**src/rtl/dbbd_pkg.sv**
```systemverilog
// Shared types and constants of the DRAM bank burst dispatcher.
`default_nettype none
package dbbd_pkg;

  localparam int unsigned BANK_W       = 2;
  localparam int unsigned BEATS_W      = 7;
  localparam int unsigned DATA_FIELD_W = 64;

  localparam int unsigned BEATS_LOG2_DEF = 6;
  localparam int unsigned DATA_WIDTH_DEF = 64;

  // depth of the queue between front and back
  localparam int unsigned QUEUE_DEPTH = 2;

  typedef enum logic [1:0] {
    FUNC_RD_CTX  = 2'd0,
    FUNC_WR_CTX  = 2'd1,
    FUNC_RD_BEAT = 2'd2,
    FUNC_WR_BEAT = 2'd3
  } func_e;

  typedef enum logic [1:0] {
    KIND_NONE    = 2'd0,
    KIND_TO_REQ  = 2'd1,
    KIND_TO_BANK = 2'd2
  } kind_e;

  // classified item as it sits in the queue
  typedef struct packed {
    func_e                   op;
    logic [BANK_W-1:0]       bank;
    logic [BANK_W-1:0]       end_bank;
    logic [BEATS_W-1:0]      total_beats;
    logic [BEATS_W-1:0]      split_beats;
    logic [DATA_FIELD_W-1:0] beat_data;
    logic                    beat_last;
  } entry_t;

  typedef struct packed {
    logic                    accepted;
    kind_e                   out_kind;
    logic [BANK_W-1:0]       out_bank;
    logic [DATA_FIELD_W-1:0] out_data;
    logic                    out_last;
    logic                    read_busy;
    logic                    write_busy;
  } result_t;

  // front <-> queue handshake
  typedef struct packed {
    logic   push;
    entry_t entry;
  } q_push_t;

  typedef struct packed {
    logic   full;
    logic   empty;
  } q_stat_t;

endpackage
`default_nettype wire

```
**src/rtl/dbbd_ifs.sv**
```systemverilog
// Item and result channel interfaces of the DRAM bank burst dispatcher.
`default_nettype none
interface dbbd_in_if;
  logic                                  valid;
  logic                                  ready;
  logic [1:0]                            func;
  logic [dbbd_pkg::BANK_W-1:0]           bank;
  logic [dbbd_pkg::BANK_W-1:0]           end_bank;
  logic [dbbd_pkg::BEATS_W-1:0]          total_beats;
  logic [dbbd_pkg::BEATS_W-1:0]          split_beats;
  logic [dbbd_pkg::DATA_FIELD_W-1:0]     beat_data;
  logic                                  beat_last;

  modport source (
    output valid, func, bank, end_bank, total_beats, split_beats, beat_data, beat_last,
    input  ready
  );
  modport sink (
    input  valid, func, bank, end_bank, total_beats, split_beats, beat_data, beat_last,
    output ready
  );
endinterface

interface dbbd_out_if;
  logic                                  valid;
  logic                                  ready;
  logic                                  accepted;
  logic [1:0]                            out_kind;
  logic [dbbd_pkg::BANK_W-1:0]           out_bank;
  logic [dbbd_pkg::DATA_FIELD_W-1:0]     out_data;
  logic                                  out_last;
  logic                                  read_busy;
  logic                                  write_busy;

  modport source (
    output valid, accepted, out_kind, out_bank, out_data, out_last, read_busy, write_busy,
    input  ready
  );
  modport sink (
    input  valid, accepted, out_kind, out_bank, out_data, out_last, read_busy, write_busy,
    output ready
  );
endinterface
`default_nettype wire

```
**src/rtl/dbbd_front.sv**
```systemverilog
// Front end: takes items from the input channel, decodes and masks them for the queue.
`default_nettype none
module dbbd_front #(
  parameter int unsigned DATA_WIDTH = dbbd_pkg::DATA_WIDTH_DEF
) (
  dbbd_in_if.sink           in_i,
  input  dbbd_pkg::q_stat_t q_stat_i,
  output dbbd_pkg::q_push_t q_push_o
);

  assign in_i.ready = !q_stat_i.full;

  always_comb begin
    q_push_o.push              = in_i.valid && !q_stat_i.full;
    q_push_o.entry.op          = dbbd_pkg::func_e'(in_i.func);
    q_push_o.entry.bank        = in_i.bank;
    q_push_o.entry.end_bank    = in_i.end_bank;
    q_push_o.entry.total_beats = in_i.total_beats;
    q_push_o.entry.split_beats = in_i.split_beats;
    // beat payload narrowed to the configured data width
    q_push_o.entry.beat_data   = dbbd_pkg::DATA_FIELD_W'(in_i.beat_data[DATA_WIDTH-1:0]);
    q_push_o.entry.beat_last   = in_i.beat_last;
  end

endmodule
`default_nettype wire

```
**src/rtl/dbbd_queue.sv**
```systemverilog
// Short FIFO between the front end and the dispatch engines.
`default_nettype none
module dbbd_queue (
  input  logic              clk_i,
  input  logic              rst_ni,
  input  dbbd_pkg::q_push_t q_push_i,
  input  logic              pop_i,
  output dbbd_pkg::q_stat_t q_stat_o,
  output dbbd_pkg::entry_t  head_o
);

  localparam int unsigned Depth = dbbd_pkg::QUEUE_DEPTH;
  localparam int unsigned PtrW  = (Depth > 1) ? $clog2(Depth) : 1;
  localparam int unsigned CntW  = $clog2(Depth + 1);

  dbbd_pkg::entry_t mem_q [Depth];
  logic [PtrW-1:0]  wr_ptr_q, wr_ptr_d;
  logic [PtrW-1:0]  rd_ptr_q, rd_ptr_d;
  logic [CntW-1:0]  cnt_q, cnt_d;
  logic             do_push, do_pop;

  assign do_push = q_push_i.push && (cnt_q != CntW'(Depth));
  assign do_pop  = pop_i && (cnt_q != '0);

  assign q_stat_o.full  = (cnt_q == CntW'(Depth));
  assign q_stat_o.empty = (cnt_q == '0);
  assign head_o         = mem_q[rd_ptr_q];

  always_comb begin
    wr_ptr_d = wr_ptr_q;
    rd_ptr_d = rd_ptr_q;
    cnt_d    = cnt_q;
    if (do_push) begin
      wr_ptr_d = (wr_ptr_q == PtrW'(Depth - 1)) ? '0 : wr_ptr_q + 1'b1;
    end
    if (do_pop) begin
      rd_ptr_d = (rd_ptr_q == PtrW'(Depth - 1)) ? '0 : rd_ptr_q + 1'b1;
    end
    if (do_push && !do_pop) begin
      cnt_d = cnt_q + 1'b1;
    end else if (do_pop && !do_push) begin
      cnt_d = cnt_q - 1'b1;
    end
  end

  always_ff @(posedge clk_i or negedge rst_ni) begin
    if (!rst_ni) begin
      wr_ptr_q <= '0;
      rd_ptr_q <= '0;
      cnt_q    <= '0;
    end else begin
      wr_ptr_q <= wr_ptr_d;
      rd_ptr_q <= rd_ptr_d;
      cnt_q    <= cnt_d;
    end
  end

  always_ff @(posedge clk_i) begin
    if (do_push) begin
      mem_q[wr_ptr_q] <= q_push_i.entry;
    end
  end

endmodule
`default_nettype wire

```
**src/rtl/dbbd_engine.sv**
```systemverilog
// Back end: read and write engines and the registered result stage.
`default_nettype none
module dbbd_engine #(
  parameter int unsigned BEATS_LOG2 = dbbd_pkg::BEATS_LOG2_DEF
) (
  input  logic              clk_i,
  input  logic              rst_ni,
  input  dbbd_pkg::q_stat_t q_stat_i,
  input  dbbd_pkg::entry_t  head_i,
  output logic              pop_o,
  dbbd_out_if.source        out_o
);

  localparam int unsigned CntW = BEATS_LOG2 + 1;
  localparam int unsigned ExtW = CntW + dbbd_pkg::BEATS_W;

  typedef logic [dbbd_pkg::BANK_W-1:0] bank_t;
  typedef logic [CntW-1:0]             cnt_t;

  logic  rd_active_q, rd_active_d, rd_after_q, rd_after_d;
  bank_t rd_start_q, rd_start_d, rd_end_q, rd_end_d;
  cnt_t  rd_total_q, rd_total_d, rd_count_q, rd_count_d;
  logic  wr_active_q, wr_active_d, wr_after_q, wr_after_d;
  bank_t wr_start_q, wr_start_d, wr_end_q, wr_end_d;
  cnt_t  wr_total_q, wr_total_d, wr_split_q, wr_split_d, wr_count_q, wr_count_d;

  dbbd_pkg::result_t res_q, res_d;
  logic              res_valid_q;

  logic [ExtW-1:0] total_ext, split_ext;
  cnt_t            total_c, split_c, rd_inc, wr_inc;
  bank_t           rd_cur, wr_cur;

  // counts wrap at the counter width; wider fields are truncated
  assign total_ext = {{CntW{1'b0}}, head_i.total_beats};
  assign split_ext = {{CntW{1'b0}}, head_i.split_beats};
  assign total_c   = total_ext[CntW-1:0];
  assign split_c   = split_ext[CntW-1:0];
  assign rd_inc    = rd_count_q + 1'b1;
  assign wr_inc    = wr_count_q + 1'b1;
  assign rd_cur    = rd_after_q ? rd_end_q : rd_start_q;
  assign wr_cur    = wr_after_q ? wr_end_q : wr_start_q;

  assign pop_o = !q_stat_i.empty && (!res_valid_q || out_o.ready);

  always_comb begin
    rd_active_d = rd_active_q;
    rd_after_d  = rd_after_q;
    rd_start_d  = rd_start_q;
    rd_end_d    = rd_end_q;
    rd_total_d  = rd_total_q;
    rd_count_d  = rd_count_q;
    wr_active_d = wr_active_q;
    wr_after_d  = wr_after_q;
    wr_start_d  = wr_start_q;
    wr_end_d    = wr_end_q;
    wr_total_d  = wr_total_q;
    wr_split_d  = wr_split_q;
    wr_count_d  = wr_count_q;
    res_d       = '0;
    res_d.out_kind = dbbd_pkg::KIND_NONE;

    case (head_i.op)
      dbbd_pkg::FUNC_RD_CTX: begin
        if (!rd_active_q) begin
          rd_active_d    = 1'b1;
          rd_after_d     = 1'b0;
          rd_start_d     = head_i.bank;
          rd_end_d       = head_i.end_bank;
          rd_total_d     = total_c;
          res_d.accepted = 1'b1;
        end
      end
      dbbd_pkg::FUNC_WR_CTX: begin
        if (!wr_active_q) begin
          wr_active_d    = 1'b1;
          wr_after_d     = 1'b0;
          wr_start_d     = head_i.bank;
          wr_end_d       = head_i.end_bank;
          wr_total_d     = total_c;
          wr_split_d     = split_c;
          wr_count_d     = '0;
          res_d.accepted = 1'b1;
        end
      end
      dbbd_pkg::FUNC_RD_BEAT: begin
        if (rd_active_q && head_i.bank == rd_cur) begin
          rd_count_d     = rd_inc;
          res_d.out_last = head_i.beat_last;
          if (head_i.beat_last && rd_inc < rd_total_q) begin
            // early last: hide it and move on to the end bank
            rd_after_d     = 1'b1;
            res_d.out_last = 1'b0;
          end else if (head_i.beat_last && rd_inc == rd_total_q) begin
            rd_active_d = 1'b0;
            rd_after_d  = 1'b0;
            rd_count_d  = '0;
          end
          res_d.accepted = 1'b1;
          res_d.out_kind = dbbd_pkg::KIND_TO_REQ;
          res_d.out_data = head_i.beat_data;
        end
      end
      dbbd_pkg::FUNC_WR_BEAT: begin
        if (wr_active_q) begin
          wr_count_d     = wr_inc;
          res_d.out_last = head_i.beat_last;
          if (head_i.beat_last && wr_inc == wr_total_q) begin
            wr_active_d = 1'b0;
            wr_after_d  = 1'b0;
            wr_count_d  = '0;
          end else if (!wr_after_q && wr_inc == wr_split_q) begin
            // split boundary: force last, later beats go to the end bank
            res_d.out_last = 1'b1;
            wr_after_d     = 1'b1;
          end
          res_d.accepted = 1'b1;
          res_d.out_kind = dbbd_pkg::KIND_TO_BANK;
          res_d.out_bank = wr_cur;
          res_d.out_data = head_i.beat_data;
        end
      end
      default: begin
        res_d = '0;
      end
    endcase

    res_d.read_busy  = rd_active_d;
    res_d.write_busy = wr_active_d;
  end

  always_ff @(posedge clk_i or negedge rst_ni) begin
    if (!rst_ni) begin
      rd_active_q <= 1'b0;
      rd_after_q  <= 1'b0;
      rd_start_q  <= '0;
      rd_end_q    <= '0;
      rd_total_q  <= '0;
      rd_count_q  <= '0;
      wr_active_q <= 1'b0;
      wr_after_q  <= 1'b0;
      wr_start_q  <= '0;
      wr_end_q    <= '0;
      wr_total_q  <= '0;
      wr_split_q  <= '0;
      wr_count_q  <= '0;
      res_valid_q <= 1'b0;
    end else begin
      if (pop_o) begin
        rd_active_q <= rd_active_d;
        rd_after_q  <= rd_after_d;
        rd_start_q  <= rd_start_d;
        rd_end_q    <= rd_end_d;
        rd_total_q  <= rd_total_d;
        rd_count_q  <= rd_count_d;
        wr_active_q <= wr_active_d;
        wr_after_q  <= wr_after_d;
        wr_start_q  <= wr_start_d;
        wr_end_q    <= wr_end_d;
        wr_total_q  <= wr_total_d;
        wr_split_q  <= wr_split_d;
        wr_count_q  <= wr_count_d;
      end
      if (pop_o) begin
        res_valid_q <= 1'b1;
      end else if (out_o.ready) begin
        res_valid_q <= 1'b0;
      end
    end
  end

  always_ff @(posedge clk_i) begin
    if (pop_o) begin
      res_q <= res_d;
    end
  end

  assign out_o.valid      = res_valid_q;
  assign out_o.accepted   = res_q.accepted;
  assign out_o.out_kind   = res_q.out_kind;
  assign out_o.out_bank   = res_q.out_bank;
  assign out_o.out_data   = res_q.out_data;
  assign out_o.out_last   = res_q.out_last;
  assign out_o.read_busy  = res_q.read_busy;
  assign out_o.write_busy = res_q.write_busy;

  // an idle engine keeps its count at zero and its boundary flag clear
  a_rd_idle_clean: assert property (@(posedge clk_i) disable iff (!rst_ni)
    !rd_active_q |-> (rd_count_q == '0 && !rd_after_q))
    else $error("read engine idle with stale count or boundary flag");

  a_wr_idle_clean: assert property (@(posedge clk_i) disable iff (!rst_ni)
    !wr_active_q |-> (wr_count_q == '0 && !wr_after_q))
    else $error("write engine idle with stale count or boundary flag");

  a_busy_tracks: assert property (@(posedge clk_i) disable iff (!rst_ni)
    pop_o |=> (res_q.read_busy == rd_active_q && res_q.write_busy == wr_active_q))
    else $error("busy flags of result disagree with engine state");

  a_none_zero: assert property (@(posedge clk_i) disable iff (!rst_ni)
    pop_o |=> (res_q.out_kind != dbbd_pkg::KIND_NONE ||
               (res_q.out_data == '0 && !res_q.out_last && res_q.out_bank == '0)))
    else $error("payload on a result that forwards nothing");

endmodule
`default_nettype wire

```
**src/rtl/dram_bank_burst_dispatcher_unit.sv**
```systemverilog
// Top level of the DRAM bank burst dispatcher.
//
//   channel | dir | handshake          | carries
//   --------+-----+--------------------+-------------------------------------------
//   in_i    | in  | valid/ready        | func, bank, end_bank, counts, beat, last
//   out_o   | out | valid/ready        | accepted, kind, bank, data, last, busy
//
// One item per cycle sustained while the output takes results; each item passes
// through the queue, then its result is held in the result register.
// The engine state is updated in the cycle an item leaves the queue.
// Reset is asynchronous, active low; both engines come up idle.
// A stalled output holds the result register; the two-entry queue keeps
// taking items until it fills.
`default_nettype none
module dram_bank_burst_dispatcher_unit #(
  parameter int unsigned BEATS_LOG2 = dbbd_pkg::BEATS_LOG2_DEF,
  parameter int unsigned DATA_WIDTH = dbbd_pkg::DATA_WIDTH_DEF
) (
  input  logic        clk_i,
  input  logic        rst_ni,
  dbbd_in_if.sink     in_i,
  dbbd_out_if.source  out_o
);

  dbbd_pkg::q_push_t q_push;
  dbbd_pkg::q_stat_t q_stat;
  dbbd_pkg::entry_t  q_head;
  logic              q_pop;

  dbbd_front #(
    .DATA_WIDTH (DATA_WIDTH)
  ) u_front (
    .in_i     (in_i),
    .q_stat_i (q_stat),
    .q_push_o (q_push)
  );

  dbbd_queue u_queue (
    .clk_i    (clk_i),
    .rst_ni   (rst_ni),
    .q_push_i (q_push),
    .pop_i    (q_pop),
    .q_stat_o (q_stat),
    .head_o   (q_head)
  );

  dbbd_engine #(
    .BEATS_LOG2 (BEATS_LOG2)
  ) u_engine (
    .clk_i    (clk_i),
    .rst_ni   (rst_ni),
    .q_stat_i (q_stat),
    .head_i   (q_head),
    .pop_o    (q_pop),
    .out_o    (out_o)
  );

endmodule
`default_nettype wire

```
**src/flat_wrapper.sv**
```systemverilog
// flat-port wrapper written by rule: the top's interface ports become plain ports
module dram_bank_burst_dispatcher_unit_flat 
#(
  parameter int unsigned BEATS_LOG2 = dbbd_pkg::BEATS_LOG2_DEF,
  parameter int unsigned DATA_WIDTH = dbbd_pkg::DATA_WIDTH_DEF
)
  (clk_i, rst_ni, in_i_valid, in_i_func, in_i_bank, in_i_end_bank, in_i_total_beats, in_i_split_beats, in_i_beat_data, in_i_beat_last, in_i_ready, out_o_valid, out_o_accepted, out_o_out_kind, out_o_out_bank, out_o_out_data, out_o_out_last, out_o_read_busy, out_o_write_busy, out_o_ready);
  dbbd_in_if in_i_i ();
  dbbd_out_if out_o_i ();
  input  logic clk_i;
  input  logic rst_ni;
  input wire logic [$bits(in_i_i.valid)-1:0] in_i_valid;
  input wire logic [$bits(in_i_i.func)-1:0] in_i_func;
  input wire logic [$bits(in_i_i.bank)-1:0] in_i_bank;
  input wire logic [$bits(in_i_i.end_bank)-1:0] in_i_end_bank;
  input wire logic [$bits(in_i_i.total_beats)-1:0] in_i_total_beats;
  input wire logic [$bits(in_i_i.split_beats)-1:0] in_i_split_beats;
  input wire logic [$bits(in_i_i.beat_data)-1:0] in_i_beat_data;
  input wire logic [$bits(in_i_i.beat_last)-1:0] in_i_beat_last;
  output wire logic [$bits(in_i_i.ready)-1:0] in_i_ready;
  output wire logic [$bits(out_o_i.valid)-1:0] out_o_valid;
  output wire logic [$bits(out_o_i.accepted)-1:0] out_o_accepted;
  output wire logic [$bits(out_o_i.out_kind)-1:0] out_o_out_kind;
  output wire logic [$bits(out_o_i.out_bank)-1:0] out_o_out_bank;
  output wire logic [$bits(out_o_i.out_data)-1:0] out_o_out_data;
  output wire logic [$bits(out_o_i.out_last)-1:0] out_o_out_last;
  output wire logic [$bits(out_o_i.read_busy)-1:0] out_o_read_busy;
  output wire logic [$bits(out_o_i.write_busy)-1:0] out_o_write_busy;
  input wire logic [$bits(out_o_i.ready)-1:0] out_o_ready;
  assign in_i_i.valid = in_i_valid;
  assign in_i_i.func = in_i_func;
  assign in_i_i.bank = in_i_bank;
  assign in_i_i.end_bank = in_i_end_bank;
  assign in_i_i.total_beats = in_i_total_beats;
  assign in_i_i.split_beats = in_i_split_beats;
  assign in_i_i.beat_data = in_i_beat_data;
  assign in_i_i.beat_last = in_i_beat_last;
  assign in_i_ready = in_i_i.ready;
  assign out_o_valid = out_o_i.valid;
  assign out_o_accepted = out_o_i.accepted;
  assign out_o_out_kind = out_o_i.out_kind;
  assign out_o_out_bank = out_o_i.out_bank;
  assign out_o_out_data = out_o_i.out_data;
  assign out_o_out_last = out_o_i.out_last;
  assign out_o_read_busy = out_o_i.read_busy;
  assign out_o_write_busy = out_o_i.write_busy;
  assign out_o_i.ready = out_o_ready;
  dram_bank_burst_dispatcher_unit #(.BEATS_LOG2(BEATS_LOG2), .DATA_WIDTH(DATA_WIDTH)) u_core (.clk_i(clk_i), .rst_ni(rst_ni), .in_i(in_i_i), .out_o(out_o_i));
endmodule
```
**config.mk**
```make
export PLATFORM = sky130hd
export DESIGN_NAME = dram_bank_burst_dispatcher_unit_flat
export DESIGN_NICKNAME = d
export VERILOG_FILES = /design/src/rtl/dbbd_pkg.sv /design/src/rtl/dbbd_ifs.sv /design/src/rtl/dbbd_front.sv /design/src/rtl/dbbd_queue.sv /design/src/rtl/dbbd_engine.sv /design/src/rtl/dram_bank_burst_dispatcher_unit.sv /design/src/flat_wrapper.sv
export SDC_FILE = /design/constraint.sdc
export NUM_CORES = 1
export LEC_CHECK = 0
export BUFFER_PORTS_ARGS = -buffer_cell sky130_fd_sc_hd__buf_4
export CAP_MARGIN = 20
export CORE_MARGIN = 2
export CORE_UTILIZATION = 59
export CTS_BUF_LIST = sky130_fd_sc_hd__clkbuf_2 sky130_fd_sc_hd__clkbuf_4 sky130_fd_sc_hd__clkbuf_8
export CTS_CLUSTER_SIZE = 28
export DETAILED_ROUTE_END_ITERATION = 6
export PLACE_DENSITY = 0.81
export SLEW_MARGIN = 10
export SYNTH_ARGS = -nofsm -noshare
export SYNTH_HDL_FRONTEND = slang
export SYNTH_HIERARCHICAL = 1
export SYNTH_SLANG_ARGS = --single-unit
```
**constraint.sdc**
```tcl
create_clock -name clk_i -period 11 [get_ports clk_i]
set_clock_uncertainty 0.2 [all_clocks]
set_input_delay 1.1 -clock clk_i [delete_from_list [all_inputs] [get_ports clk_i]]
set_output_delay 1.1 -clock clk_i [all_outputs]
set_load 0.02 [all_outputs]
```
==> run summary <==
IO Pins: 163
Initial antenna violation count: 1
Lkg Pwr: 5.64 nW
Area Overhead vs Synth: 13.5%
Setup Viol. Count Final: 0
Minimum clock period: 4.05 ns
Crit path DAT: 4.10 ns
Port bufs: 162
Fin util: 0.684
CTS tree: done
Worst hold path type: reg -> reg
Sw Pwr: 1.28 mW
Crit start category: register
Clk Latency, worst-skew pair: 0.54 ns
Gr usage total: 0.193
Int Power: 2.76 mW
Post-Synth Simple-Gate Area: 0.0724
Complex-gate fraction of the synthesized area: 0.0341
Starting DRT DRC Count: 368
Max Cap Viol: 0
CP Class: reg -> reg
Detailed placer's ending HPWL: 13,400 um
Routability cong.: 0.861
Top routing layer in use: met4
Mux cell area share after synthesis: 0.111
Placement Setup Slack: 6.93 ns
Crit path max-delay cell type: buf_4
Vias in the first global route: 6,297
Clk sink count: 294
# rows: 53
Setup slack after layout: 6.95 ns
Global-route wire length before repair: 33,200 um
FF-to-FF path depth: 9
DR vias/cell: 5.21
Register area share after synthesis: 0.676
Slew Limit Fails: 0
Post-synth EDFFs: 242
Drt first pass iters: 5
GR Overflow Total: 0
Switching share of power: 0.317
Critical Path End Type: register
Nets@finish: 1,003
Clock transition at the registers of the reported paths: 0.06 ns
Root Buffer: clkbuf_8
CTS buffer count: 47
Synthesis Warnings: 6
Share of cells above drive strength 1: 0.403
Sequential cell fraction of total power: 0.448
Worst hold margin: 0.312 ns
Core area: 21,000 um^2
Pin count of the biggest net entering global routing: 78
Die ar.: 22,700 um^2
Max Freq: 247 MHz
WHS Path Cells: 1
Adder-cell share of the synthesized area: 0.00987
Final period util: 0.368
Die Span X: 151 um
#FFs+latches synth: 294
Post-Synthesis Cells: 802
Syn_area_per_cell: 15.8 um^2
Number of nets still failing antenna checks after routing: 0
Worst slew margin: 0.283
Asr flop ratio synth: 0.177
Required time worst endpoint: 11.05 ns
Critical path's largest stage delay: 0.82 ns
Routed wire length: 21,500 um
Hold Fails Final Rpt: 0
Drt wl/cell: 17.6 um
Total Neg Setup Slack: 0 ns
Via count: 6,341
Area of the mapped netlist: 12,700 um^2
Post-synth cell types: 61
Hold_buf cts: 0
DRC Markers: 0
# Post-CTS Setup Buffers: 0
Most frequent cell after synthesis: edfxtp_1
Routed wl met2: 10,300 um
PwrDens: 281 nW/um^2
Synthesized net count: 901
Crit path max fanout: 65
Status: finished clean
Initial Utilization: 0.603
Metal3 WL: 1690 um
Longest Clk Path Bufs: 3
Clock Power Share: 0.233
Commonest cells in the netlist: edfxtp_1 (242), buf_4 (86), nor2b_1 (71), mux2_2 (67), dfrtp_1 (52)
Synth Area in XOR/XNOR: 0.0194
Peak supply drop: 0.000179 V
H-tree Lvls: 2
Post-CTS sizing: 0
Top cell type by total area after synthesis: edfxtp_1
Primary FF master, synth: edfxtp_1
RSZ-0062 raised after global routing: false
Synth top area share: 0.573
Critical Path, Cell by Cell: buf_4, mux2_2, nand2_1, inv_1, nand2_1, inv_1, nor2_4, buf_4, o21ai_0
Chip Height: 151 um
Largest family of logic cells by synthesized area: multiplexers
Met1 WL: 9030 um
Comb power frac: 0.318
Synth top area cells: edfxtp_1 (57%), dfrtp_1 (10%), mux2_2 (6.0%), buf_4 (5.1%), mux2_4 (4.7%)
Worst slew pin tran: 1.08 ns
-- registers in the layout, summed over array words and instances (netlist names), 2 cells and up --
register,flops
u_core/u_engine/rd_start_q,2
u_core/u_engine/rd_end_q,2
u_core/u_engine/wr_split_q,7
u_core/u_engine/wr_count_q,7
u_core/u_engine/wr_total_q,7
u_core/u_engine/out_o.out_kind,2
u_core/u_queue/cnt_q,2
u_core/u_engine/out_o.out_bank,2
u_core/u_engine/rd_total_q,7
u_core/u_engine/out_o.out_data,64
u_core/u_queue/mem_q,170
u_core/u_engine/wr_start_q,2
u_core/u_engine/rd_count_q,7
u_core/u_engine/wr_end_q,2
-- power by group through the flow --
stage | clock network (mW) | logic, mW | registers, mW
final | 0.944 | 1.29 | 1.81
after global routing | 1.02 | 1.39 | 1.85
after CTS | 0.969 | 1.30 | 1.82
after detailed placement | 0 | 1.29 | 1.83
after global placement | 0 | 1.27 | 1.83
after floorplan | 0 | 0.837 | 1.95
-- metal layers --
layer | global-route usage | vias up
li1 | - | 3036
met1 | 0.255 | 3066
met2 | 0.310 | 215
met3 | 0.0600 | 24
met4 | 0.0590 | 0
met5 | 0 | -
-- worst max-delay path: cells and delay by family, from the launching register on --
kind	cells	cell delay (ns)
buffers and inverters	4	1.58
flip-flops	1	0.73
multiplexers	1	0.54
AND/OR/NAND/NOR	3	0.43
AO/OA/AOI/OAI	1	0.19
-- per-stage QoR --
step | cells | area, um^2 | power (mW)
finish | 1217 | 14400 | 4.05
global placement | 1130 | 13400 | 3.09
CTS | 1216 | 14400 | 4.09
global route | 1216 | 14400 | 4.25
detailed placement | 1130 | 13400 | 3.12
floorplan | 802 | 12700 | 2.79
-- kinds of logic (layout without fill, tap and decap cells) --
| family | Yosys count | count (layout) |
|---|---|---|
| xor+xnor | 28 | 28 |
| simple gates | 162 | 162 |
| mux | 112 | 112 |
| fa+ha+maj | 10 | 10 |
| other cells | 0 | 1 |
| flops | 294 | 294 |
| compound gates | 63 | 63 |
| buf+inv | 133 | 272 |
-- worst paths after layout --
kind                                                from                              to  slack (ns)
max                              u_core/u_queue/rd_ptr_q  u_core/u_engine/out_o.accepted        6.95
min reg2reg                u_core/u_engine/wr_start_q[0]   u_core/u_engine/wr_start_q[0]        0.31
max in group asynchronous                         rst_ni         u_core/u_queue/rd_ptr_q        9.68
max reg2reg                      u_core/u_queue/rd_ptr_q  u_core/u_engine/out_o.accepted        6.95
min                        u_core/u_engine/wr_start_q[0]   u_core/u_engine/wr_start_q[0]        0.31
min in group asynchronous                         rst_ni   u_core/u_engine/rd_total_q[2]        0.41
-- cells in the final DEF, fill, tap and decap left out, types with 15 or more instances in the layout --
master / Yosys / layout
buf_4: 86 / 169
clkbuf_4: 0 / 28
clkbuf_8: 0 / 51
dfrtp_1: 52 / 51
edfxtp_1: 242 / 242
inv_1: 17 / 17
mux2_2: 67 / 67
mux2_4: 40 / 40
nand2_1: 41 / 41
nor2b_1: 71 / 71
o21ai_0: 24 / 24
xnor2_1: 15 / 15
-- layout make-up --
cell class,instances,area [um^2]
Timing Repair Buffer,169,1270
Inverter,17,63.8
Antenna cell,1,2.50
Clock inverter,7,68.8
Clock buffer,79,912
Fill cell,1396,6640
Sequential cell,294,8570
Tap cell,275,344
Multi-Input combinational cell,375,3150
(Power assumes the default switching activity.)
